[src/hw/rtl/text_console_char_writer_macros.svh]
// assertion macros for the text console writer
`ifndef TEXT_CONSOLE_CHAR_WRITER_MACROS_SVH
`define TEXT_CONSOLE_CHAR_WRITER_MACROS_SVH

`ifndef NO_ASSERTIONS

`define TCW_ASSERT_IMPL(name, ante, cons) \
    name: assert property (@(posedge clk) disable iff (!rst_n) (ante) |-> (cons)) \
        else $error("text console check failed");

`define TCW_ASSERT_NEXT(name, ante, cons) \
    name: assert property (@(posedge clk) disable iff (!rst_n) (ante) |=> (cons)) \
        else $error("text console check failed");

`else

`define TCW_ASSERT_IMPL(name, ante, cons)

`define TCW_ASSERT_NEXT(name, ante, cons)

`endif

`endif

[src/hw/rtl/tcw_pkg.sv]
// shared types and constants of the text console writer
package tcw_pkg;

    localparam int COL_W   = 7;
    localparam int ROW_W   = 5;
    localparam int CHAR_W  = 8;
    localparam int PADDR_W = 3;

    localparam logic [1:0] ACT_PUT    = 2'd0;
    localparam logic [1:0] ACT_CLEAR  = 2'd1;
    localparam logic [1:0] ACT_SETCUR = 2'd2;
    localparam logic [1:0] ACT_READ   = 2'd3;

    localparam logic [CHAR_W-1:0] CH_TAB     = 8'd9;
    localparam logic [CHAR_W-1:0] CH_NEWLINE = 8'd10;
    localparam logic [CHAR_W-1:0] CH_RETURN  = 8'd13;
    localparam logic [CHAR_W-1:0] CH_SPACE   = 8'd32;

    localparam logic [CHAR_W-1:0] RESET_COLOR = 8'd7;

    // word index of the color register
    localparam logic REG_TEXT_COLOR = 1'b0;

    typedef struct packed {
        logic [1:0]        action;
        logic [CHAR_W-1:0] char_code;
        logic [COL_W-1:0]  col_in;
        logic [ROW_W-1:0]  row_in;
    } tcw_in_t;

    typedef struct packed {
        logic [COL_W-1:0]  cursor_col;
        logic [ROW_W-1:0]  cursor_row;
        logic [CHAR_W-1:0] cell_char;
        logic [CHAR_W-1:0] cell_color;
    } tcw_out_t;

endpackage

[src/hw/rtl/tcw_apb.sv]
// apb register port holding the text color
module tcw_apb
    import tcw_pkg::*;
(
    input  logic               clk,
    input  logic               rst_n,
    input  logic               psel,
    input  logic               penable,
    input  logic               pwrite,
    input  logic [PADDR_W-1:0] paddr,
    input  logic [31:0]        pwdata,
    output logic [31:0]        prdata,
    output logic               pready,
    output logic [CHAR_W-1:0]  text_color
);

    logic [CHAR_W-1:0] color_reg;
    logic [CHAR_W-1:0] color_next;
    logic              hit;

    assign hit    = (paddr[PADDR_W-1:2] == REG_TEXT_COLOR);
    assign pready = 1'b1;

    always_comb
    begin
        color_next = color_reg;
        if (psel && penable && pwrite && hit)
        begin
            color_next = pwdata[CHAR_W-1:0];
        end
    end

    always_ff @(posedge clk or negedge rst_n)
    begin
        if (!rst_n)
        begin
            color_reg <= RESET_COLOR;
        end
        else
        begin
            color_reg <= color_next;
        end
    end

    assign prdata     = hit ? {{(32-CHAR_W){1'b0}}, color_reg} : 32'd0;
    assign text_color = color_reg;

endmodule

[config.mk]
export PLATFORM = sky130hd
export DESIGN_NAME = tcw_apb
export DESIGN_NICKNAME = d
export VERILOG_FILES = /design/src/hw/rtl/text_console_char_writer_macros.svh /design/src/hw/rtl/tcw_pkg.sv /design/src/hw/rtl/tcw_apb.sv
export SDC_FILE = /design/constraint.sdc
export NUM_CORES = 1
export LEC_CHECK = 0
export BUFFER_PORTS_ARGS = -buffer_cell sky130_fd_sc_hd__buf_2
export CORE_MARGIN = 2
export CORE_UTILIZATION = 30
export DETAILED_ROUTE_END_ITERATION = 8
export HOLD_SLACK_MARGIN = 0.15
export PLACE_DENSITY = 0.84
export SLEW_MARGIN = 10
export SYNTH_ARGS = -nofsm -noshare
export SYNTH_HDL_FRONTEND = slang
export SYNTH_SLANG_ARGS = --single-unit
[constraint.sdc]
create_clock -name clk -period 1 [get_ports clk]
set_input_delay 0.2 -clock clk [delete_from_list [all_inputs] [get_ports clk]]
set_output_delay 0.2 -clock clk [all_outputs]
set_load 0.01 [all_outputs]
## Word-level counts from Yosys, hierarchy flattened

Index checks and enable logic that the tools add are counted.

- Add/subtract/negate cells: 0
- Shift operators: 0
- Bitwise logic cells: 1
- Multipliers: 0
- Order comparisons: 0
- Equal/unequal tests: 0
- Reductions and logical operators: 3
- Muxes and demuxes: 1
- Divide/modulo/power cells: 0

Operators by type and width:

| operator | number |
|---|---|
| $mux W8 | 1 |
| $logic_and A1 B1 Y1 | 3 |
| $not A1 Y1 | 1 |

- Bits in registers: 8
- Memory bits (read-only): 0
- Bits in latches: 0
- RAM bits: 0
- Memories: 0

## Depth between registers and ports, before layout

- Depth in word-level cells: 3
- Mapped depth: 2
- Gate-level depth less buffers: 2

## Least setup slack after synthesis

No wires, ideal clock.

- Path type: reg-to-output
- Start point: register color_reg[0], in the netlist text_color[0]
- End point: output prdata[0]
- Required time: 0.800 ns
- Cell stages (with the launch flop): 2
- Path slack: 0.098 ns
- Path buffers: 0
- Arrival time: 0.702 ns
- Cell sequence: dfstp_2 and2b_2

- Cells in the longest elaborated chain, start to end: 1

RTL lines:

| item | line | source |
|---|---|---|
| start, declared | tcw_apb.sv:17 | `logic [CHAR_W-1:0] color_reg;` |
| start signal, assigned | tcw_apb.sv:41 | `color_reg <= color_next;` |
| $mux W8 | tcw_apb.sv:45 | `assign prdata = hit ? {{(32-CHAR_W){1'b0}}, color_reg} : 32'd0;` |
| end, declared | tcw_apb.sv:12 | `output logic [31:0] prdata,` |

Every way passes these cells.

## Worst setup path after layout

- Start point: register color_reg[2], in the netlist text_color[2]
- End point: output prdata[2]

The elaborated chain is that of the path after synthesis.

==> results.sh <==
export IMPL_design_die_area_um2=2310
export IMPL_cp_startpoint="text_color[2]$_DFFE_PN1P_"
export IMPL_layout_nets=133
export IMPL_antenna_left=0
export IMPL_period_share=1.20
export IMPL_synth_cell_types=7
export IMPL_clkPwrFrac=0.191
export IMPL_final_cell_mix="conb_1, buf_6, buf_2"
export IMPL_hold_violations=0
export IMPL_leakage_nw=0.474
export IMPL_max_stage_delay_ns=0.52
export IMPL_dpl_hpwl_um=837
export IMPL_reg2reg_slack_ns=0.12
export IMPL_timing_fmax_mhz=831
export IMPL_drc_errors=0
export IMPL_worstSkewPairLatency_ns=0.24
export IMPL_post_place_cells=105
export IMPL_placed_cell_area_um2=666
export IMPL_grt_pass1_wl_mm=1.60
export IMPL_cellPowerDensity_nw_per_um2=1580
export IMPL_finalWirelength_mm=1.14
export IMPL_portBuffers=29
export IMPL_clockBufferDepth=2
export IMPL_fp_row_count=15
export IMPL_root_buffer="clkbuf_4"
export IMPL_yosysWarnings=0
export IMPL_largest_reg_flops=8
export IMPL_fin_skew_ns=0
export IMPL_seq_power_share=0.332
export IMPL_reg2reg_depth=2
export IMPL_rsz0062_at_grt="yes"
export IMPL_slowest_stage="dfstp_2"
export IMPL_routabilityCongestion=0.578
export IMPL_setup_slack_ns=-0.204
export IMPL_die_height_um=48.1
export IMPL_grt_pass1_vias=386
export IMPL_crit_path_end_kind="primary output"
export IMPL_switching_share=0.290
export IMPL_area_delta_synth_final_pct=48.1
export IMPL_initial_core_util=0.327
export IMPL_final_layout_size_suffix_gt1_frac=0.652
export IMPL_first_iter_violations=1
export IMPL_crit_path_end="prdata[2]"
export IMPL_seq_area_frac_synth=0.350
export IMPL_worst_ep_arrival_time_ns=1.00
export IMPL_syn_avg_cell_area_um2=11.2
export IMPL_grtUsageTotal=0.103
export IMPL_synth_seq_cells=8
export IMPL_cts_buffers=3
export IMPL_layout_min_cycle_time_ns=1.20
export IMPL_avgRoutedWirePerCell_um=9.75
export IMPL_io_pins=81
export IMPL_cp_cell_sequence="and2b_2 > buf_6"
export IMPL_netlist_instances=52
export IMPL_layoutNonFillerInstCount=117
export IMPL_antenna_found_initial=0
export IMPL_grt_max_degree=9
export IMPL_reg2reg_to="text_color[5]$_DFFE_PN0P_"
export IMPL_fin_area_um2=863
export IMPL_drv_slew=0
export IMPL_violations="negative setup slack"
export IMPL_numClockSinks=8
export IMPL_start_kind="flip-flop"
export IMPL_clk_pin_slew_ns=0.06
export IMPL_holdWs_ns=0.179
export IMPL_synth_area_um2=583
export IMPL_htree_levels=1
export IMPL_die_w_um=48.1
export IMPL_drtPass1Iterations=2
export IMPL_worstReg2RegStart="text_color[5]$_DFFE_PN0P_"
export IMPL_hp_class="in2reg"
export IMPL_vias=430
export IMPL_peakVddDrop_mv=0.509
export IMPL_viasPerCell=3.68
export IMPL_p_switching_w=0.000396
export IMPL_antennaDiodeCount=0
export IMPL_setup_viol=15
export IMPL_combPwrFrac=0.478
export IMPL_cts_tree="done"
export IMPL_cap_violations=0
export IMPL_status="finished with violations"
export IMPL_intPower_w=0.000970
export IMPL_cp_required_ns=0.80
export IMPL_finalCoreUtilization=0.484
export IMPL_grt_overflow_total=0
export IMPL_layout_commonest_cell="conb_1"
export IMPL_worstPathMaxFanout=2
export IMPL_path_class="reg2out"
export IMPL_core_area_um2=1780
[worst max-delay path: cells and delay by family, from the launching register on]
kind,cells,cell delay [ns]
DFF,1,0.52
and+or+nand+nor,1,0.15
buffers and inverters,1,0.10
[synth_stat cells, drive strengths merged]
cell | number | area share
dfrtp | 5 | 0.21
nand4b | 1 | 0.041
buf | 25 | 0.32
and2b | 8 | 0.12
mux2 | 8 | 0.15
conb | 2 | 0.013
dfstp | 3 | 0.14
[per-layer routing]
metal	GRT usage	vias up	share of wire
met5	0	-	0
met2	0.232	28	0.64
met4	0.0162	0	0
met3	0.0340	0	0.072
li1	-	196	-
met1	0.0813	206	0.29
[worst min path at each step]
stage	start	end	slack (ns)	cells past startpoint
after floorplan	rst_n	text_color[3]$_DFFE_PN0P_	-0.1	0
after global placement	rst_n	text_color[5]$_DFFE_PN0P_	0.05	1
after detailed placement	rst_n	text_color[6]$_DFFE_PN0P_	0.06	1
after CTS	pwdata[5]	text_color[5]$_DFFE_PN0P_	0.18	2
after global routing	pwdata[6]	text_color[6]$_DFFE_PN0P_	0.17	2
final	pwdata[6]	text_color[6]$_DFFE_PN0P_	0.18	2
[per-stage QoR]
stage	setup TNS, ns	power, W	setup WS, ns
2_1_floorplan	0	0.000748	0.0982
3_3_place_gp	-0.119	0.000827	-0.0252
3_5_place_dp	-0.158	0.000840	-0.0306
4_1_cts	-2.12	0.00135	-0.210
5_1_grt	-2.56	0.00146	-0.234
6_report	-2.03	0.00137	-0.204
[what timing repair did]
item / CTS / global route
resized for setup: 15 / 4
setup endpoints to repair: 11 / 15
buffers inserted: 7 / 0
endpoints found under the hold margin: 8 / 0
hold buffers: 1 / 0
gates cloned: 0 / 0
[power by group through the flow]
stage	clock [W]	sequential (W)	combinational (W)
global placement	0	0.000457	0.000370
global route	0.000288	0.000464	0.000708
floorplan	0	0.000498	0.000250
CTS	0.000273	0.000445	0.000627
finish	0.000260	0.000453	0.000652
detailed placement	0	0.000463	0.000376
[area by class of cell]
| cell class | instances | area (um^2) |
|---|---|---|
| Timing Repair Buffer | 38 | 324 |
| Sequential cell | 8 | 204 |
| Tap cell | 25 | 31.3 |
| Fill cell | 168 | 920 |
| Clock buffer | 4 | 26.3 |
| Multi-Input combinational cell | 42 | 278 |
[cells by family (layout without fill, tap and decap cells)]
logic type    count (synthesis)  count (layout)  synth area share
mux                           8               8             0.155
flops                         8               8             0.350
simple gates                  9               9             0.161
buf+inv                      25              42             0.322
other cells                   2              25            0.0129
Note: power is estimated with default switching activity, not from simulation.
