[config.mk]
export PLATFORM = sky130hd
export DESIGN_NAME = tcw_ctrl
export DESIGN_NICKNAME = d
export VERILOG_FILES = /design/src/hw/rtl/text_console_char_writer_macros.svh /design/src/hw/rtl/tcw_pkg.sv /design/src/hw/rtl/tcw_ctrl.sv
export SDC_FILE = /design/constraint.sdc
export NUM_CORES = 1
export LEC_CHECK = 0
export BUFFER_PORTS_ARGS = -buffer_cell sky130_fd_sc_hd__buf_2
export CAP_MARGIN = 40
export CORE_ASPECT_RATIO = 0.9
export CORE_UTILIZATION = 51
export DETAILED_ROUTE_END_ITERATION = 7
export GPL_TIMING_DRIVEN = 0
export PLACE_DENSITY_LB_ADDON = 0.12
export REMOVE_ABC_BUFFERS = 1
export SLEW_MARGIN = 5
export SYNTH_ARGS = -nofsm -noshare
export SYNTH_HDL_FRONTEND = slang
export SYNTH_SLANG_ARGS = --single-unit
[constraint.sdc]
create_clock -name clk -period 4.5 [get_ports clk]
set_clock_uncertainty 0.15 [all_clocks]
set_input_delay 0.9 -clock clk [delete_from_list [all_inputs] [get_ports clk]]
set_output_delay 0.9 -clock clk [all_outputs]
set_load 0.02 [all_outputs]
[src/hw/rtl/text_console_char_writer_macros.svh]
// assertion macros for the text console writer
`ifndef TEXT_CONSOLE_CHAR_WRITER_MACROS_SVH
`define TEXT_CONSOLE_CHAR_WRITER_MACROS_SVH

`ifndef NO_ASSERTIONS

`define TCW_ASSERT_IMPL(name, ante, cons) \
    name: assert property (@(posedge clk) disable iff (!rst_n) (ante) |-> (cons)) \
        else $error("text console check failed");

`define TCW_ASSERT_NEXT(name, ante, cons) \
    name: assert property (@(posedge clk) disable iff (!rst_n) (ante) |=> (cons)) \
        else $error("text console check failed");

`else

`define TCW_ASSERT_IMPL(name, ante, cons)

`define TCW_ASSERT_NEXT(name, ante, cons)

`endif

`endif

[src/hw/rtl/tcw_pkg.sv]
// shared types and constants of the text console writer
package tcw_pkg;

    localparam int COL_W   = 7;
    localparam int ROW_W   = 5;
    localparam int CHAR_W  = 8;
    localparam int PADDR_W = 3;

    localparam logic [1:0] ACT_PUT    = 2'd0;
    localparam logic [1:0] ACT_CLEAR  = 2'd1;
    localparam logic [1:0] ACT_SETCUR = 2'd2;
    localparam logic [1:0] ACT_READ   = 2'd3;

    localparam logic [CHAR_W-1:0] CH_TAB     = 8'd9;
    localparam logic [CHAR_W-1:0] CH_NEWLINE = 8'd10;
    localparam logic [CHAR_W-1:0] CH_RETURN  = 8'd13;
    localparam logic [CHAR_W-1:0] CH_SPACE   = 8'd32;

    localparam logic [CHAR_W-1:0] RESET_COLOR = 8'd7;

    // word index of the color register
    localparam logic REG_TEXT_COLOR = 1'b0;

    typedef struct packed {
        logic [1:0]        action;
        logic [CHAR_W-1:0] char_code;
        logic [COL_W-1:0]  col_in;
        logic [ROW_W-1:0]  row_in;
    } tcw_in_t;

    typedef struct packed {
        logic [COL_W-1:0]  cursor_col;
        logic [ROW_W-1:0]  cursor_row;
        logic [CHAR_W-1:0] cell_char;
        logic [CHAR_W-1:0] cell_color;
    } tcw_out_t;

endpackage

[src/hw/rtl/tcw_ctrl.sv]
// sequencer: cursor, row ring and read/write/fill of the cell memory
module tcw_ctrl
    import tcw_pkg::*;
#(
    parameter int COLUMNS    = 80,
    parameter int ROWS       = 25,
    parameter int TAB_SPACES = 4,
    parameter int AW         = 12
) (
    input  logic                clk,
    input  logic                rst_n,
    input  logic                item_valid,
    output logic                item_stall,
    input  tcw_in_t             item,
    input  logic [CHAR_W-1:0]   text_color,
    input  logic                out_free,
    output logic                done,
    output tcw_out_t            res,
    output logic                ram_we,
    output logic [AW-1:0]       ram_addr,
    output logic [2*CHAR_W-1:0] ram_wdata,
    input  logic [2*CHAR_W-1:0] ram_rdata
);

    localparam int CW = $clog2(COLUMNS);
    localparam int RW = $clog2(ROWS);
    localparam int TW = $clog2(TAB_SPACES + 1);

    localparam logic [COL_W-1:0] LAST_COL = COL_W'(COLUMNS - 1);
    localparam logic [ROW_W-1:0] LAST_ROW = ROW_W'(ROWS - 1);
    localparam logic [COL_W:0]   COLS_X   = (COL_W+1)'(COLUMNS);
    localparam logic [ROW_W:0]   ROWS_X   = (ROW_W+1)'(ROWS);

    localparam logic [2:0] S_IDLE = 3'd0;
    localparam logic [2:0] S_EXEC = 3'd1;
    localparam logic [2:0] S_TAB  = 3'd2;
    localparam logic [2:0] S_READ = 3'd3;
    localparam logic [2:0] S_FILL = 3'd4;
    localparam logic [2:0] S_DONE = 3'd5;

    logic [2:0]        state_reg, state_next;
    tcw_in_t           item_reg, item_next;
    logic [COL_W-1:0]  col_reg, col_next;
    logic [ROW_W-1:0]  row_reg, row_next;
    logic [ROW_W-1:0]  top_reg, top_next;
    logic [TW-1:0]     tab_cnt_reg, tab_cnt_next;
    logic              ovf_reg, ovf_next;
    logic [ROW_W-1:0]  fill_row_reg, fill_row_next;
    logic [COL_W-1:0]  fill_col_reg, fill_col_next;
    logic [ROW_W-1:0]  fill_last_reg, fill_last_next;
    logic [CHAR_W-1:0] fill_color_reg, fill_color_next;
    logic              fill_emit_reg, fill_emit_next;
    logic [CHAR_W-1:0] rd_char_reg, rd_char_next;
    logic [CHAR_W-1:0] rd_color_reg, rd_color_next;

    logic              use_item_pos;
    logic [COL_W-1:0]  src_col;
    logic [ROW_W-1:0]  src_row;
    logic [ROW_W:0]    row_sum;
    logic [ROW_W-1:0]  phys_row;
    logic [AW-1:0]     cur_addr;
    logic              in_range;
    logic              finish;
    logic              start_scroll;

    // the screen is a ring of rows: logical row 0 sits at physical row top_reg
    assign use_item_pos = (state_reg == S_EXEC) && (item_reg.action == ACT_READ);
    assign src_col  = use_item_pos ? item_reg.col_in : col_reg;
    assign src_row  = use_item_pos ? item_reg.row_in : row_reg;
    assign row_sum  = {1'b0, src_row} + {1'b0, top_reg};
    assign phys_row = (row_sum >= ROWS_X) ? ROW_W'(row_sum - ROWS_X) : row_sum[ROW_W-1:0];
    assign cur_addr = {phys_row[RW-1:0], src_col[CW-1:0]};
    assign in_range = ({1'b0, item_reg.col_in} < COLS_X) && ({1'b0, item_reg.row_in} < ROWS_X);

    assign item_stall = (state_reg != S_IDLE);

    always_comb
    begin
        state_next      = state_reg;
        item_next       = item_reg;
        col_next        = col_reg;
        row_next        = row_reg;
        top_next        = top_reg;
        tab_cnt_next    = tab_cnt_reg;
        ovf_next        = ovf_reg;
        fill_row_next   = fill_row_reg;
        fill_col_next   = fill_col_reg;
        fill_last_next  = fill_last_reg;
        fill_color_next = fill_color_reg;
        fill_emit_next  = fill_emit_reg;
        rd_char_next    = rd_char_reg;
        rd_color_next   = rd_color_reg;
        ram_we          = 1'b0;
        ram_addr        = cur_addr;
        ram_wdata       = {text_color, CH_SPACE};
        finish          = 1'b0;
        start_scroll    = 1'b0;
        done            = 1'b0;

        unique case (state_reg)
            S_IDLE:
            begin
                if (item_valid)
                begin
                    item_next  = item;
                    state_next = S_EXEC;
                end
            end
            S_EXEC:
            begin
                rd_char_next  = '0;
                rd_color_next = '0;
                unique case (item_reg.action)
                    ACT_PUT:
                    begin
                        unique case (item_reg.char_code)
                            CH_NEWLINE:
                            begin
                                col_next = '0;
                                if (row_reg == LAST_ROW)
                                begin
                                    start_scroll = 1'b1;
                                end
                                else
                                begin
                                    row_next = row_reg + ROW_W'(1);
                                    finish   = 1'b1;
                                end
                            end
                            CH_RETURN:
                            begin
                                col_next = '0;
                                finish   = 1'b1;
                            end
                            CH_TAB:
                            begin
                                tab_cnt_next = TW'(TAB_SPACES);
                                ovf_next     = 1'b0;
                                state_next   = S_TAB;
                            end
                            default:
                            begin
                                ram_we    = 1'b1;
                                ram_wdata = {text_color, item_reg.char_code};
                                if (col_reg == LAST_COL)
                                begin
                                    col_next = '0;
                                    if (row_reg == LAST_ROW)
                                    begin
                                        start_scroll = 1'b1;
                                    end
                                    else
                                    begin
                                        row_next = row_reg + ROW_W'(1);
                                        finish   = 1'b1;
                                    end
                                end
                                else
                                begin
                                    col_next = col_reg + COL_W'(1);
                                    finish   = 1'b1;
                                end
                            end
                        endcase
                    end
                    ACT_CLEAR:
                    begin
                        col_next        = '0;
                        row_next        = '0;
                        top_next        = '0;
                        fill_row_next   = '0;
                        fill_col_next   = '0;
                        fill_last_next  = LAST_ROW;
                        fill_color_next = text_color;
                        fill_emit_next  = 1'b1;
                        state_next      = S_FILL;
                    end
                    ACT_SETCUR:
                    begin
                        if (in_range)
                        begin
                            col_next = item_reg.col_in;
                            row_next = item_reg.row_in;
                        end
                        finish = 1'b1;
                    end
                    ACT_READ:
                    begin
                        state_next = S_READ;
                    end
                endcase
            end
            S_READ:
            begin
                if (in_range)
                begin
                    rd_char_next  = ram_rdata[CHAR_W-1:0];
                    rd_color_next = ram_rdata[2*CHAR_W-1:CHAR_W];
                end
                finish = 1'b1;
            end
            S_TAB:
            begin
                // once the row has run past the bottom, the remaining spaces are dropped
                ram_we       = !ovf_reg;
                tab_cnt_next = tab_cnt_reg - TW'(1);
                if (col_reg == LAST_COL)
                begin
                    col_next = '0;
                    if (row_reg == LAST_ROW)
                    begin
                        ovf_next = 1'b1;
                    end
                    else
                    begin
                        row_next = row_reg + ROW_W'(1);
                    end
                end
                else
                begin
                    col_next = col_reg + COL_W'(1);
                end
                if (tab_cnt_reg == TW'(1))
                begin
                    if (ovf_next)
                    begin
                        start_scroll = 1'b1;
                    end
                    else
                    begin
                        finish = 1'b1;
                    end
                end
            end
            S_FILL:
            begin
                ram_we    = 1'b1;
                ram_addr  = {fill_row_reg[RW-1:0], fill_col_reg[CW-1:0]};
                ram_wdata = {fill_color_reg, CH_SPACE};
                if (fill_col_reg == LAST_COL)
                begin
                    fill_col_next = '0;
                    if (fill_row_reg == fill_last_reg)
                    begin
                        if (fill_emit_reg)
                        begin
                            finish = 1'b1;
                        end
                        else
                        begin
                            state_next = S_IDLE;
                        end
                    end
                    else
                    begin
                        fill_row_next = fill_row_reg + ROW_W'(1);
                    end
                end
                else
                begin
                    fill_col_next = fill_col_reg + COL_W'(1);
                end
            end
            S_DONE:
            begin
                finish = 1'b1;
            end
            default:
            begin
                state_next = S_IDLE;
            end
        endcase

        // scroll: the old top row becomes the new bottom row and is blanked
        if (start_scroll)
        begin
            fill_row_next   = top_reg;
            fill_last_next  = top_reg;
            fill_col_next   = '0;
            fill_color_next = text_color;
            fill_emit_next  = 1'b1;
            top_next        = (top_reg == LAST_ROW) ? '0 : top_reg + ROW_W'(1);
            row_next        = LAST_ROW;
            state_next      = S_FILL;
        end

        if (finish)
        begin
            if (out_free)
            begin
                done       = 1'b1;
                state_next = S_IDLE;
            end
            else
            begin
                state_next = S_DONE;
            end
        end
    end

    always_ff @(posedge clk or negedge rst_n)
    begin
        if (!rst_n)
        begin
            state_reg      <= S_FILL;
            col_reg        <= '0;
            row_reg        <= '0;
            top_reg        <= '0;
            tab_cnt_reg    <= '0;
            ovf_reg        <= 1'b0;
            fill_row_reg   <= '0;
            fill_col_reg   <= '0;
            fill_last_reg  <= LAST_ROW;
            fill_color_reg <= RESET_COLOR;
            fill_emit_reg  <= 1'b0;
        end
        else
        begin
            state_reg      <= state_next;
            col_reg        <= col_next;
            row_reg        <= row_next;
            top_reg        <= top_next;
            tab_cnt_reg    <= tab_cnt_next;
            ovf_reg        <= ovf_next;
            fill_row_reg   <= fill_row_next;
            fill_col_reg   <= fill_col_next;
            fill_last_reg  <= fill_last_next;
            fill_color_reg <= fill_color_next;
            fill_emit_reg  <= fill_emit_next;
        end
    end

    always_ff @(posedge clk)
    begin
        item_reg     <= item_next;
        rd_char_reg  <= rd_char_next;
        rd_color_reg <= rd_color_next;
    end

    // result carries the values that this step leaves behind
    always_comb
    begin
        res.cursor_col = col_next;
        res.cursor_row = row_next;
        res.cell_char  = rd_char_next;
        res.cell_color = rd_color_next;
    end

endmodule

Yosys cells after proc, flatten, opt, wreduce, memory -nomap -nowiden
Cells that the tools add are included.
{"block": "op_classes", "add_sub_neg": 8, "mul": 0, "n_div": 0, "n_lt_le_gt_ge": 3, "eq_ne": 29, "n_shift": 0, "mux": 85, "bitwise_logic": 0, "reduce_logical": 21}
{"op": "two-way mux 5 bit", "count": 16}
{"op": "two-way mux 8 bit", "count": 7}
{"op": "two-way mux 7 bit", "count": 6}
{"op": "one-hot mux 7 bit (2 select lines)", "count": 3}
{"op": "one-hot mux 16 bit (2 select lines)", "count": 1}
{"op": "one-hot mux 8 bit (2 select lines)", "count": 2}
{"op": "two-way mux 3 bit", "count": 10}
{"op": "one-hot mux 5 bit (2 select lines)", "count": 3}
{"op": "equality test 8 x 4 -> 1 bit, second input constant", "count": 3}
{"op": "two-way mux 1 bit", "count": 24}
{"op": "one-hot mux 7 bit (3 select lines)", "count": 1}
{"op": "!= test 4 bit, second input constant", "count": 4}
{"op": "adder 5 x 1 -> 5 bit, second input constant", "count": 3}
{"op": "one-hot mux 5 bit (3 select lines)", "count": 1}
{"op": "adder 7 x 1 -> 7 bit, second input constant", "count": 2}
{"op": "equality test 7 bit, second input constant", "count": 2}
{"op": "two-way mux 12 bit", "count": 1}
{"op": "one-hot mux 3 bit (4 select lines)", "count": 1}
{"op": "equality test 5 bit, second input constant", "count": 2}
{"op": "one-hot mux 3 bit (3 select lines)", "count": 1}
{"op": "one-hot mux 1 bit (2 select lines)", "count": 4}
{"op": "less-than comparator 7 bit, second input constant", "count": 1}
{"op": "AND reduction 7 bit", "count": 1}
{"op": "adder 5 x 5 -> 6 bit", "count": 1}
{"op": "30 further kinds", "count": 46}
{"block": "word_totals", "regBits": 88, "latch_bits": 0, "ram_bits": 0, "rom_bits": 0, "in_bits": 50, "out_inout_bits": 59, "wordCells": 163, "n_memories": 0}

Logic depth before layout (Yosys ltp)
Gate-level depths: netlist of run 1.
{"block": "depth", "ltp_word": 9, "depth_mapped": 17, "mapped_depth_nobuf": 13}

Worst setup path after synthesis of run 1
Ideal clock, no wire load.
{"block": "synth_path", "path_kind": "register -> output", "startpoint": "reg state_reg[2]", "endpoint": "out ram_addr[10]", "t_arrival_ns": 3.762, "required_time_ns": 3.450, "slack_ns": -0.312, "stages_incl_launch_ff": 17, "path_buffers": 4, "path_cell_list": "dfstp_2 > buf_6 > nor3b_2 > and2_1 > buf_2 > buf_2 > o21ai_0 > ha_1 > fa_1 > inv_1 > ha_1 > nand2_1 > or2_2 > a311o_1 > buf_2 > and3_1 > nor3_1"}
{"block": "synth_via", "elab_chain_cells": 7, "word_cells_on_any_way": 9, "cone_classes": "add/sub: 2; order compare: 1; eq/ne: 2; mux: 3; reduce/logical: 1"}
{"item": "from (decl)", "line": "tcw_ctrl.sv:41", "source": "logic [2:0] state_reg, state_next;"}
{"item": "from (signal assigned)", "line": "tcw_ctrl.sv:319", "source": "state_reg <= state_next;"}
{"item": "equality test 3 x 1 -> 1 bit", "line": "tcw_ctrl.sv:67", "source": "assign use_item_pos = (state_reg == S_EXEC) && (item_reg.action == ACT_READ);"}
{"item": "logical AND 1 bit", "line": "tcw_ctrl.sv:67"}
{"item": "two-way mux 5 bit", "line": "tcw_ctrl.sv:69", "source": "assign src_row = use_item_pos ? item_reg.row_in : row_reg;"}
{"item": "adder 5 x 5 -> 6 bit", "line": "tcw_ctrl.sv:70", "source": "assign row_sum = {1'b0, src_row} + {1'b0, top_reg};"}
{"item": "subtractor 5 bit or greater-or-equal comparator 6 x 5 -> 1 bit (tied branches)", "line": "tcw_ctrl.sv:71", "source": "assign phys_row = (row_sum >= ROWS_X) ? ROW_W'(row_sum - ROWS_X) : row_sum[ROW_W-1:0];"}
{"item": "two-way mux 5 bit", "line": "tcw_ctrl.sv:71"}
{"item": "two-way mux 12 bit (*)", "line": "tcw_ctrl.sv:100", "source": "unique case (state_reg)"}
{"item": "to (decl)", "line": "tcw_ctrl.sv:20", "source": "output logic [AW-1:0] ram_addr,"}
Mark *: on every way between the ends. The rest lies on a longest branch, timed or not.

Worst setup path after layout of run 1
{"block": "layout_path", "startpoint": "reg state_reg[2]", "endpoint": "out ram_addr[11]"}
The elaborated chain is that of the path after synthesis.

==> results of run 1 <==
## layout by cell type (no fill, tap or decap), types with 5 or more instances in the layout
cell type / n
a211oi_1: 6
a21oi_1: 29
a22o_1: 20
a31oi_1: 5
and2_1: 9
and3_1: 10
buf_2: 103
buf_4: 16
buf_6: 5
clkbuf_16: 9
dfrtp_1: 42
dfstp_2: 5
dfxtp_1: 16
edfxtp_1: 22
ha_1: 11
inv_1: 16
mux2_2: 10
mux2i_1: 9
nand2_1: 98
nand2b_1: 10
nand3_1: 24
nor2_1: 35
nor2_2: 5
nor3_1: 16
o211ai_1: 10
o21a_1: 7
o21ai_0: 46
o221ai_1: 5
o31ai_1: 7
xor2_1: 8
## final timing paths
check / end / cells after the start
worst min register to register: rd_char_reg[0] / 1
worst max-delay path: ram_addr[11] / 13
worst max register to register: row_reg[0] / 7
worst min-delay path: rd_char_reg[0] / 1
max in group asynchronous: fill_last_reg[4] / 2
min in group asynchronous: fill_color_reg[5] / 1
## routing by layer
layer  track usage (%)  wire [microns]  vias up  part of all wire [%]
met5                 0               0        -                     0
met4             9.231             395        0                   2.6
met3             6.194            1256       35                   8.4
met2             42.43            6795      244                    45
met1             36.75            6495     2466                    43
li1                  -               -     2471                     -
## through the flow
| stage | util (%) | hold slack [ns] |
|---|---|---|
| after floorplan | - | 0.2997 |
| after global placement | 58.27 | 0.3045 |
| after detailed placement | 59.02 | 0.3074 |
| after CTS | 63.78 | 0.3259 |
| after global routing | 64.24 | 0.3431 |
| final | 64.24 | 0.3200 |
## power groups by stage
stage               Clock, mW  Sequential, mW  Combinational [mW]
detailed placement          0            1.38                1.74
floorplan                   0            1.30                1.22
global placement            0            1.37                1.66
global route            0.826            1.37                2.14
finish                  0.784            1.34                1.96
CTS                     0.798            1.33                1.91
## timing repair
| action | CTS | global route |
|---|---|---|
| gates resized for setup | 28 | 9 |
| pin swaps | 9 | 12 |
| endpoints found under the setup margin | 5 | 5 |
| setup buffers | 13 | 2 |
| cloned | 0 | 0 |
## final cells by class
cell class | count | area, sq um
Sequential cell | 88 | 2246
Clock inverter | 5 | 61.31
Tap cell | 129 | 161.4
Clock buffer | 11 | 252.7
Fill cell | 894 | 3727
Inverter | 17 | 63.81
Timing Repair Buffer | 127 | 742.0
Multi-Input combinational cell | 478 | 3168
## cells by family after synthesis
family | after synthesis
buffers and inverters | 52
multiplexers | 21
adder cells (fa/ha/maj) | 17
AO/OA/AOI/OAI | 178
AND/OR/NAND/NOR | 249
XOR/XNOR | 13
flip-flops | 88
## worst register-to-register path, delay by kind of cell (launching register included)
| family | cells | cell delay (ns) |
|---|---|---|
| flops | 1 | 0.49 |
| fa+ha+maj | 1 | 0.33 |
| simple gates | 4 | 1.12 |
| compound gates | 2 | 0.61 |
==> results.md, run 1 <==
* CTS sink count at 88
* Flop pwr share at approximately a third
* Antenna violations before repair at 0
* Die area at roughly 0.011 sq mm
* Static leakage at 2.921 nW
* Final hold viol count at 0
* R2R Path Start: col_reg[0]
* Failing checks: design-rule violations, negative setup slack
* N_diodes at 0
* Synth Cell Area at 0.005562 sq mm
* Delay-heaviest family, CP: compound AO/OA/AOI/OAI gates
* # IOs at 109
* FP Rows at 35
* Worst setup path class: flip-flop to output pin
* Post-synthesis sequential area ratio at around two fifths
* Sw Ratio at 43.44%
* Ys Warns at 0
* Drt pass-1 iters at 8
* HP Start: rd_char_reg[0]
* HP Class: flip-flop to flip-flop
* Synth Area in Adders at 3.960%
* Gate Count Post-Synth at between 600 and 700
* XOR/XNOR Fraction of Synth Area at 2.047%
* Status: complete, but fails checks
* Synth top area share at 19.80%
* Max H-tree Level at 3
* Max reg flops at 22
* DPL Wire Length at 10.54 mm
* Place WS at -0.8720 ns
* Largest cells by area after synthesis: dfrtp_1, edfxtp_1, nand2_1, dfxtp_1, o21ai_0
* Finished Cell Area at 0.006695 sq mm
* Initial Utilization at between 50% and 60%
* Cell repeated most along the worst path: buf_6
* Fin crit share at 101.5%
* Root Buffer: clkbuf_16
* Slew headroom at 57.34%
* Clk buf depth at 2
* Placer Congestion at just under 0.9
* Comb power frac at 48.0%
* Number of max-cap violations at 0
* Top_reg_cell synth: dfrtp_1
* Total Wirelength at 14.94 mm
* # setup viols final at 4
* Crit path max fanout at 6
* Synth Area per Inst at 8.999 sq um
* Via density at around 6.1
* Setup TNS at -0.1894 ns
* Synthesis-to-layout area growth at 20.38%
* CP startpoint kind: flip-flop
* Clock group share of total power at 19.2%
* Crit path launch: state_reg[2]
* FMAX at 218.9 MHz
* Port Buffers at 108
* Reg clk slew, reported paths at 0.06 ns
* Pint at ~2.3 mW
* Max-slew violation count at 0
* First-pass GRT wire length at 23.85 mm
* Worst setup EP type: output pin
* Cell variety after synth at 82
* Design Power at ~4.1 mW
* Psw at about 1.8 mW
* Final WS setup at -0.06788 ns
* Wire length per cell at 17.48 microns
* Die Y at 101.1 microns
* RSZ-0062 raised after global routing: true
* CTS tree: built
* Main combinational cell family by area after synthesis: simple AND/OR/NAND/NOR gates
* Via count at about 5200
* Largest net degree at the start of global routing at 32
* Max VDD drop at 0.3455 mV
* CP bufs+invs at 3
* Compound-cell area share of the yosys netlist at 22.20%
* Count leader, synth: nand2_1
* Cts bufs inserted at 9
* Register bit total from synthesis at 88
* Area of the core at roughly 0.010 sq mm
* Leading area contributor after synthesis: dfrtp_1
* Initial DRC count at 475
* NumNets Final at 788
* R2R Setup Slk at approximately 1.6 ns
* Post-synthesis simple-gate area fraction at 22.83%
* Worst stage delay on the critical path at 0.64 ns
* Post-synth top cells: nand2_1, o21ai_0, dfrtp_1
* CP cell instances: nor3b_4, and2_4, buf_4, o21ai_0, ha_2, and2_1, a22o_1, nor2_2, a311o_2, buf_6, mux2i_1, nand2_1, buf_6
* Mux share of post-synthesis cell area at 4.117%
* Vias in the first global route at 4794
* Placed Cells at between 800 and 900
* Min Tclk post-route at 4.568 ns
* Worst EP arrival at between 3 and 4 ns
* Async set-reset flop share out of synthesis at 56.82%
* Grt ovf at 0
* PD cells at just over 600 mW/mm^2
* Gr usage total at 26.96%
* Slew @ Worst Pin at 0.6398 ns
* CP max-delay cell: dfstp_4
* DP Area at approximately 0.006 sq mm
* Worst Path Required at 3.45 ns
* Post-cts hold buffer count at 0
* EDFF count, synth at 22
* Finished Layout Cells at 855
* Routed Antenna Nets at 0
* Clock Latency Late Sink at 0.34 ns
* Fraction of layout cells with a size suffix above 1 at 27.69%
* DRC viols at 7
* Die width at 112.1 microns
Power figures use the tool's default switching activity.
==> run 2: changes to the inputs <==
- CORE_UTILIZATION: 51 -> 50
==> results.md, run 2 (synthesized netlist as in run 1, its figures left out) <==
* Die Y at 102.1 microns (+0.97%)
* DRC viols at 0 (-7)
* Clock Latency Late Sink at 0.36 ns (+0.02 ns)
* NumNets Final at 791 (+0.38%)
* Area of the core at 0.01081 sq mm (+3.7%)
* Filler instances at 954 (+6.7%)
* Cts bufs inserted at 9 (unchanged)
* RSZ-0062 raised after global routing: true
* Slew headroom at 53.26% (-4.1 points)
* Placed Cells at 829 (+0.48%)
* Drt pass-1 iters at 6 (-2)
* Gr usage total at 26.96% (about the same)
* Antenna violations before repair at 0 (unchanged)
* Reg clk slew, reported paths at 0.07 ns (about the same)
* Synthesis-to-layout area growth at 20.27% (about the same)
* Status: complete, but fails checks
* Max-slew violation count at 0 (unchanged)
* Area of the multi-input gates at 0.003146 sq mm (-0.71%)
* Wire length per cell at 17.47 microns (about the same)
* Fraction of layout cells with a size suffix above 1 at 27.57% (-0.11 points)
* Via count at 5196 (-0.38%)
* N_diodes at 0 (unchanged)
* Total Wirelength at 15.06 mm (+0.76%)
* Most common cell after layout, fill and taps aside: buf_2
* HP Class: flip-flop to flip-flop
* Routed Antenna Nets at 0 (unchanged)
* Finished Layout Cells at 862 (+0.82%)
* Number of max-cap violations at 0 (unchanged)
* CTS tree: built
* Crit path max fanout at 6 (unchanged)
* Worst Path Required at 3.45 ns (about the same)
* PD cells at 605.2 mW/mm^2 (-0.55%)
* Worst stage delay on the critical path at 0.64 ns (about the same)
* Slew @ Worst Pin at 0.7011 ns (+0.06127 ns)
* Worst setup path class: flip-flop to output pin
* CTS sink count at 88 (unchanged)
* # IOs at 109 (unchanged)
* Vias in the first global route at 4914 (+2.5%)
* Most frequent cells in the layout: buf_2, nand2_1, o21ai_0, dfrtp_1, nor2_1
* Root Buffer: clkbuf_16
* Fin crit share at 101.9% (+0.38 points)
* Hold slack at 0.3244 ns (+0.004438 ns)
* Failing checks: negative setup slack
* CP cell instances: nor3b_4, and2_4, nand2_1, o21ai_1, ha_2, fa_2, inv_2, ha_2, or2_4, a311o_2, buf_6, mux2i_1, nor2_1, buf_4
* Clk buf depth at 2 (unchanged)
* CP max-delay cell: dfstp_4
* CP bufs+invs at 3 (unchanged)
* First-pass GRT wire length at 24.14 mm (+1.2%)
* Max VDD drop at 0.3559 mV (+3.0%)
* DPL Wire Length at 10.70 mm (+1.5%)
* Fin util at 61.88% (-2.4 points)
* Initial Utilization at 51.45% (-1.9 points)
* Initial DRC count at 362 (-24%)
* Final WS setup at -0.08513 ns (-0.01725 ns)
* FMAX at 218.1 MHz (-0.38%)
* Placer Congestion at 0.9081 (+3.1%)
* # setup viols final at 5 (+1)
* Port Buffers at 108 (unchanged)
* Min Tclk post-route at 4.585 ns (+0.01725 ns)
* Worst EP arrival at 3.54 ns (+0.02 ns)
* Cell repeated most along the worst path: ha_2
* Grt ovf at 0 (unchanged)
* Die area at 0.01155 sq mm (+2.0%)
* Delay-heaviest family, CP: adder cells
* Place WS at -0.8746 ns (-0.002588 ns)
* Register area at 0.002246 sq mm (unchanged)
* Max reg flops at 22 (unchanged)
* Static leakage at 2.931 nW (+0.35%)
* Setup TNS at -0.2955 ns (-0.1061 ns)
* Via density at 6.028 (-1.2%)
* Die width at 113.2 microns (+0.98%)
* Final hold viol count at 0 (unchanged)
* CP startpoint kind: flip-flop
* Worst setup EP type: output pin
* Largest net degree at the start of global routing at 33 (+3.1%)
* FP Rows at 36 (+2.9%)
* Max H-tree Level at 3 (unchanged)
==> run 2: cell count changes in the layout (fill, tap and decap cells not counted), moves of 2 or more <==
cell	before	now
nor3_4	3	1
nand2_2	3	1
inv_4	0	2
buf_4	16	18
nor3_2	1	3
==> run 2: worst paths after layout <==
check	from	to	slack [ns]	cells past startpoint
worst max-delay path	state_reg[2]	ram_addr[9]	-0.09	14
max in group asynchronous	rst_n	fill_last_reg[4]	3.23	2
worst max register to register	row_reg[0]	fill_row_reg[4]	1.64	8
worst min-delay path	rd_char_reg[2]	rd_char_reg[2]	0.32	1
min in group asynchronous	rst_n	row_reg[0]	0.34	1
worst min register to register	rd_char_reg[2]	rd_char_reg[2]	0.32	1
==> run 2: timing repair <==
item,CTS,global route
buffers inserted,13,4
setup endpoints to repair,5,5
hold buffers,0,0
cloned,0,0
pin swaps,8,2
resized for setup,26,5
==> run 2: final cells by class <==
class / count / area share (%)
clock buffers: 11 / 3.947
clock inverters: 5 / 0.6173
inverters: 17 / 0.9540
multi-input cells: 478 / 47.03
flip-flops and latches: 88 / 33.58
well taps: 133 / 2.488
repair buffers: 130 / 11.39
==> run 2: metrics by stage <==
step                      area, sq um  power, mW
after floorplan                  5371      2.515
after global placement           6078      3.040
after detailed placement         6156      3.122
after CTS                        6639      3.992
after global routing             6689      4.311
final                            6689      4.048
==> run 2: metal layers <==
metal / wire [microns] / vias up / GRT usage [%]
li1: - / 2477 / -
met1: 6502 / 2503 / 34.35
met2: 7262 / 197 / 45.16
met3: 1086 / 19 / 6.821
met4: 205 / 0 / 9.008
met5: 0 / - / 0
==> run 2: power by group <==
group	leakage [nW]	total [mW]	internal, mW	switching [mW]
combinational	1.81	1.94	0.746	1.20
sequential	0.972	1.34	1.09	0.248
clock	0.154	0.769	0.431	0.339
==> run 2: worst register-to-register path, stage by stage (launching register included) <==
cell and delay (ns):
dfrtp_1 0.49, inv_1 0.14, ha_1 0.23, and4b_1 0.30, nand3_2 0.16, a22oi_2 0.11
a21oi_2 0.55, mux2_4 0.35, mux2_2 0.27
==> run 3: changes to the inputs <==
- clock period: 4.5 -> 4.05 ns (I/O delays scaled with it)
==> results.md, run 3 (synthesized netlist as in run 1, its figures left out) <==
* HP Class: input pin to async pin
* Area of the core at 0.01081 sq mm (unchanged)
* FMAX at 222.6 MHz
* Sw Ratio at 44.00% (-0.075 points)
* Fraction of layout cells with a size suffix above 1 at 27.81% (+0.24 points)
* Antenna violations before repair at 0 (unchanged)
* PD cells at 671.3 mW/mm^2 (+11%)
* CTS tree: built
* Via density at 6.015 (-0.21%)
* Clk buf depth at 2 (unchanged)
* DPL Wire Length at 10.70 mm (unchanged)
* Psw at 1.980 mW (+11%)
* Worst Path Required at 3.09 ns (-0.36 ns)
* Largest net degree at the start of global routing at 33 (unchanged)
* Cell repeated most along the worst path: ha_2
* Die width at 113.2 microns (unchanged)
* First-pass GRT wire length at 24.14 mm (unchanged)
* Placer Congestion at 0.9081 (unchanged)
* Finished Layout Cells at 863 (+0.12%)
* RSZ-0062 raised after global routing: true
* Failing checks: negative setup slack
* FP Rows at 36 (unchanged)
* Wire length per cell at 17.48 microns (about the same)
* Pint at 2.521 mW (+11%)
* Fin util at 62.03% (+0.15 points)
* # setup viols final at 5 (unchanged)
* Slew headroom at 59.69% (+6.4 points)
* Die area at 0.01155 sq mm (unchanged)
* Most frequent cells in the layout: buf_2, nand2_1, o21ai_0, dfrtp_1, nor2_1
* Delay-heaviest family, CP: adder cells
* Max-slew violation count at 0 (unchanged)
* NumNets Final at 792 (+0.13%)
* Max reg flops at 22 (unchanged)
* Clock Latency Late Sink at 0.35 ns (about the same)
* Flop pwr share at 33.0% (about the same)
* Die Y at 102.1 microns (unchanged)
* Min Tclk post-route at between 4 and 5 ns
* Synthesis-to-layout area growth at 20.56%
* Root Buffer: clkbuf_16
* Max H-tree Level at 3 (unchanged)
* Reg clk slew, reported paths at 0.07 ns (about the same)
* CTS sink count at 88 (unchanged)
* Placed Cells at 829 (unchanged)
* Place WS at -1.235 ns (-0.3600 ns)
* Max VDD drop at 0.3955 mV (+11%)
* Worst setup path class: flip-flop to output pin
* Setup TNS at -2.075 ns (-1.780 ns)
* Grt ovf at 0 (unchanged)
* Total Wirelength at 15.08 mm (+0.17%)
* Vias in the first global route at 4914 (unchanged)
* Worst EP arrival at 3.53 ns (about the same)
* Port Buffers at 108 (unchanged)
* Status: complete, but fails checks
* Drt pass-1 iters at 5 (-1)
* Final WS setup at -0.4424 ns (-0.3573 ns)
* Routed Antenna Nets at 0 (unchanged)
* CP bufs+invs at 3 (unchanged)
* CP startpoint kind: flip-flop
* Design Power at 4.501 mW (+11%)
* Worst stage delay on the critical path at 0.64 ns (about the same)
* Initial Utilization at 51.45% (unchanged)
* Worst setup EP type: output pin
* # IOs at 109 (unchanged)
* Final hold viol count at 0 (unchanged)
* Crit path max fanout at 6 (unchanged)
* DRC viols at 0 (unchanged)
* Fin crit share at 110.9%
* CP max-delay cell: dfstp_4
* N_diodes at 0 (unchanged)
* Static leakage at 2.937 nW (+0.18%)
* Post-cts hold buffer count at 0 (unchanged)
* Gr usage total at 26.96% (unchanged)
* Most common cell after layout, fill and taps aside: buf_2
* Cts bufs inserted at 9 (unchanged)
* Initial DRC count at 322 (-11%)
* Clock group share of total power at 18.9% (about the same)
* Comb power frac at 48.1% (about the same)
* Slew @ Worst Pin at 0.6014 ns (-0.09973 ns)
* CP cell instances: nor3b_4, and2_4, nand2_1, o21ai_1, ha_2, fa_2, inv_2, ha_2, or2_4, a311o_2, buf_6, mux2i_1, nor2_1, buf_4
* Via count at 5191 (-0.096%)
* Number of max-cap violations at 0 (unchanged)
-- run 3: timing repair --
item,in CTS,in global routing
pin swaps,8,2
resized for setup,26,7
endpoints found under the setup margin,5,24
buffers inserted,13,5
-- run 3: path summary, 6_finish.rpt --
| check | start | endpoint | slack, ns | depth (start not counted) |
|---|---|---|---|---|
| worst min-delay path | rst_n | row_reg[0] | 0.26 | 1 |
| worst max register to register | row_reg[0] | fill_col_reg[3] | 1.28 | 9 |
| min in group clk | rd_color_reg[7] | rd_color_reg[7] | 0.33 | 1 |
| max in group asynchronous | rst_n | fill_last_reg[4] | 2.87 | 2 |
| worst min register to register | rd_color_reg[7] | rd_color_reg[7] | 0.33 | 1 |
| worst max-delay path | state_reg[2] | ram_addr[9] | -0.44 | 14 |
-- run 3: worst register-to-register path: stages (launching register included) --
cell and delay (ns):
dfrtp_1 0.49, inv_1 0.14, ha_1 0.23, and4b_1 0.29
nand3_2 0.16, a22oi_2 0.12, a211oi_4 0.44, buf_8 0.24
nand2_1 0.14, a31oi_1 0.27
-- run 3: through the flow --
stage | area (sq um) | hold slack [ns]
3_3_place_gp | 6078 | 0.3051
5_1_grt | 6705 | 0.2810
2_1_floorplan | 5371 | 0.2997
4_1_cts | 6639 | 0.2696
3_5_place_dp | 6156 | 0.3099
6_report | 6705 | 0.2596
-- run 3: cell type report --
cell class | instances | area (sq um)
Clock buffer | 11 | 264.0
Multi-Input combinational cell | 478 | 3154
Sequential cell | 88 | 2246
Tap cell | 133 | 166.4
Inverter | 17 | 63.81
Timing Repair Buffer | 131 | 769.5
Fill cell | 951 | 4105
Clock inverter | 5 | 41.29
-- run 3: per-layer routing --
layer,vias up,routed length [microns],global-route usage [%]
met5,-,0,0
li1,2476,-,-
met3,24,965,6.821
met1,2496,6610,34.35
met2,195,7268,45.16
met4,0,239,9.008
-- run 3: power groups by stage --
stage	combinational (mW)	sequential [mW]	clock (mW)
2_1_floorplan	1.35	1.44	0
3_3_place_gp	1.85	1.53	0
3_5_place_dp	1.93	1.54	0
4_1_cts	2.10	1.48	0.862
5_1_grt	2.37	1.52	0.904
6_report	2.16	1.49	0.852
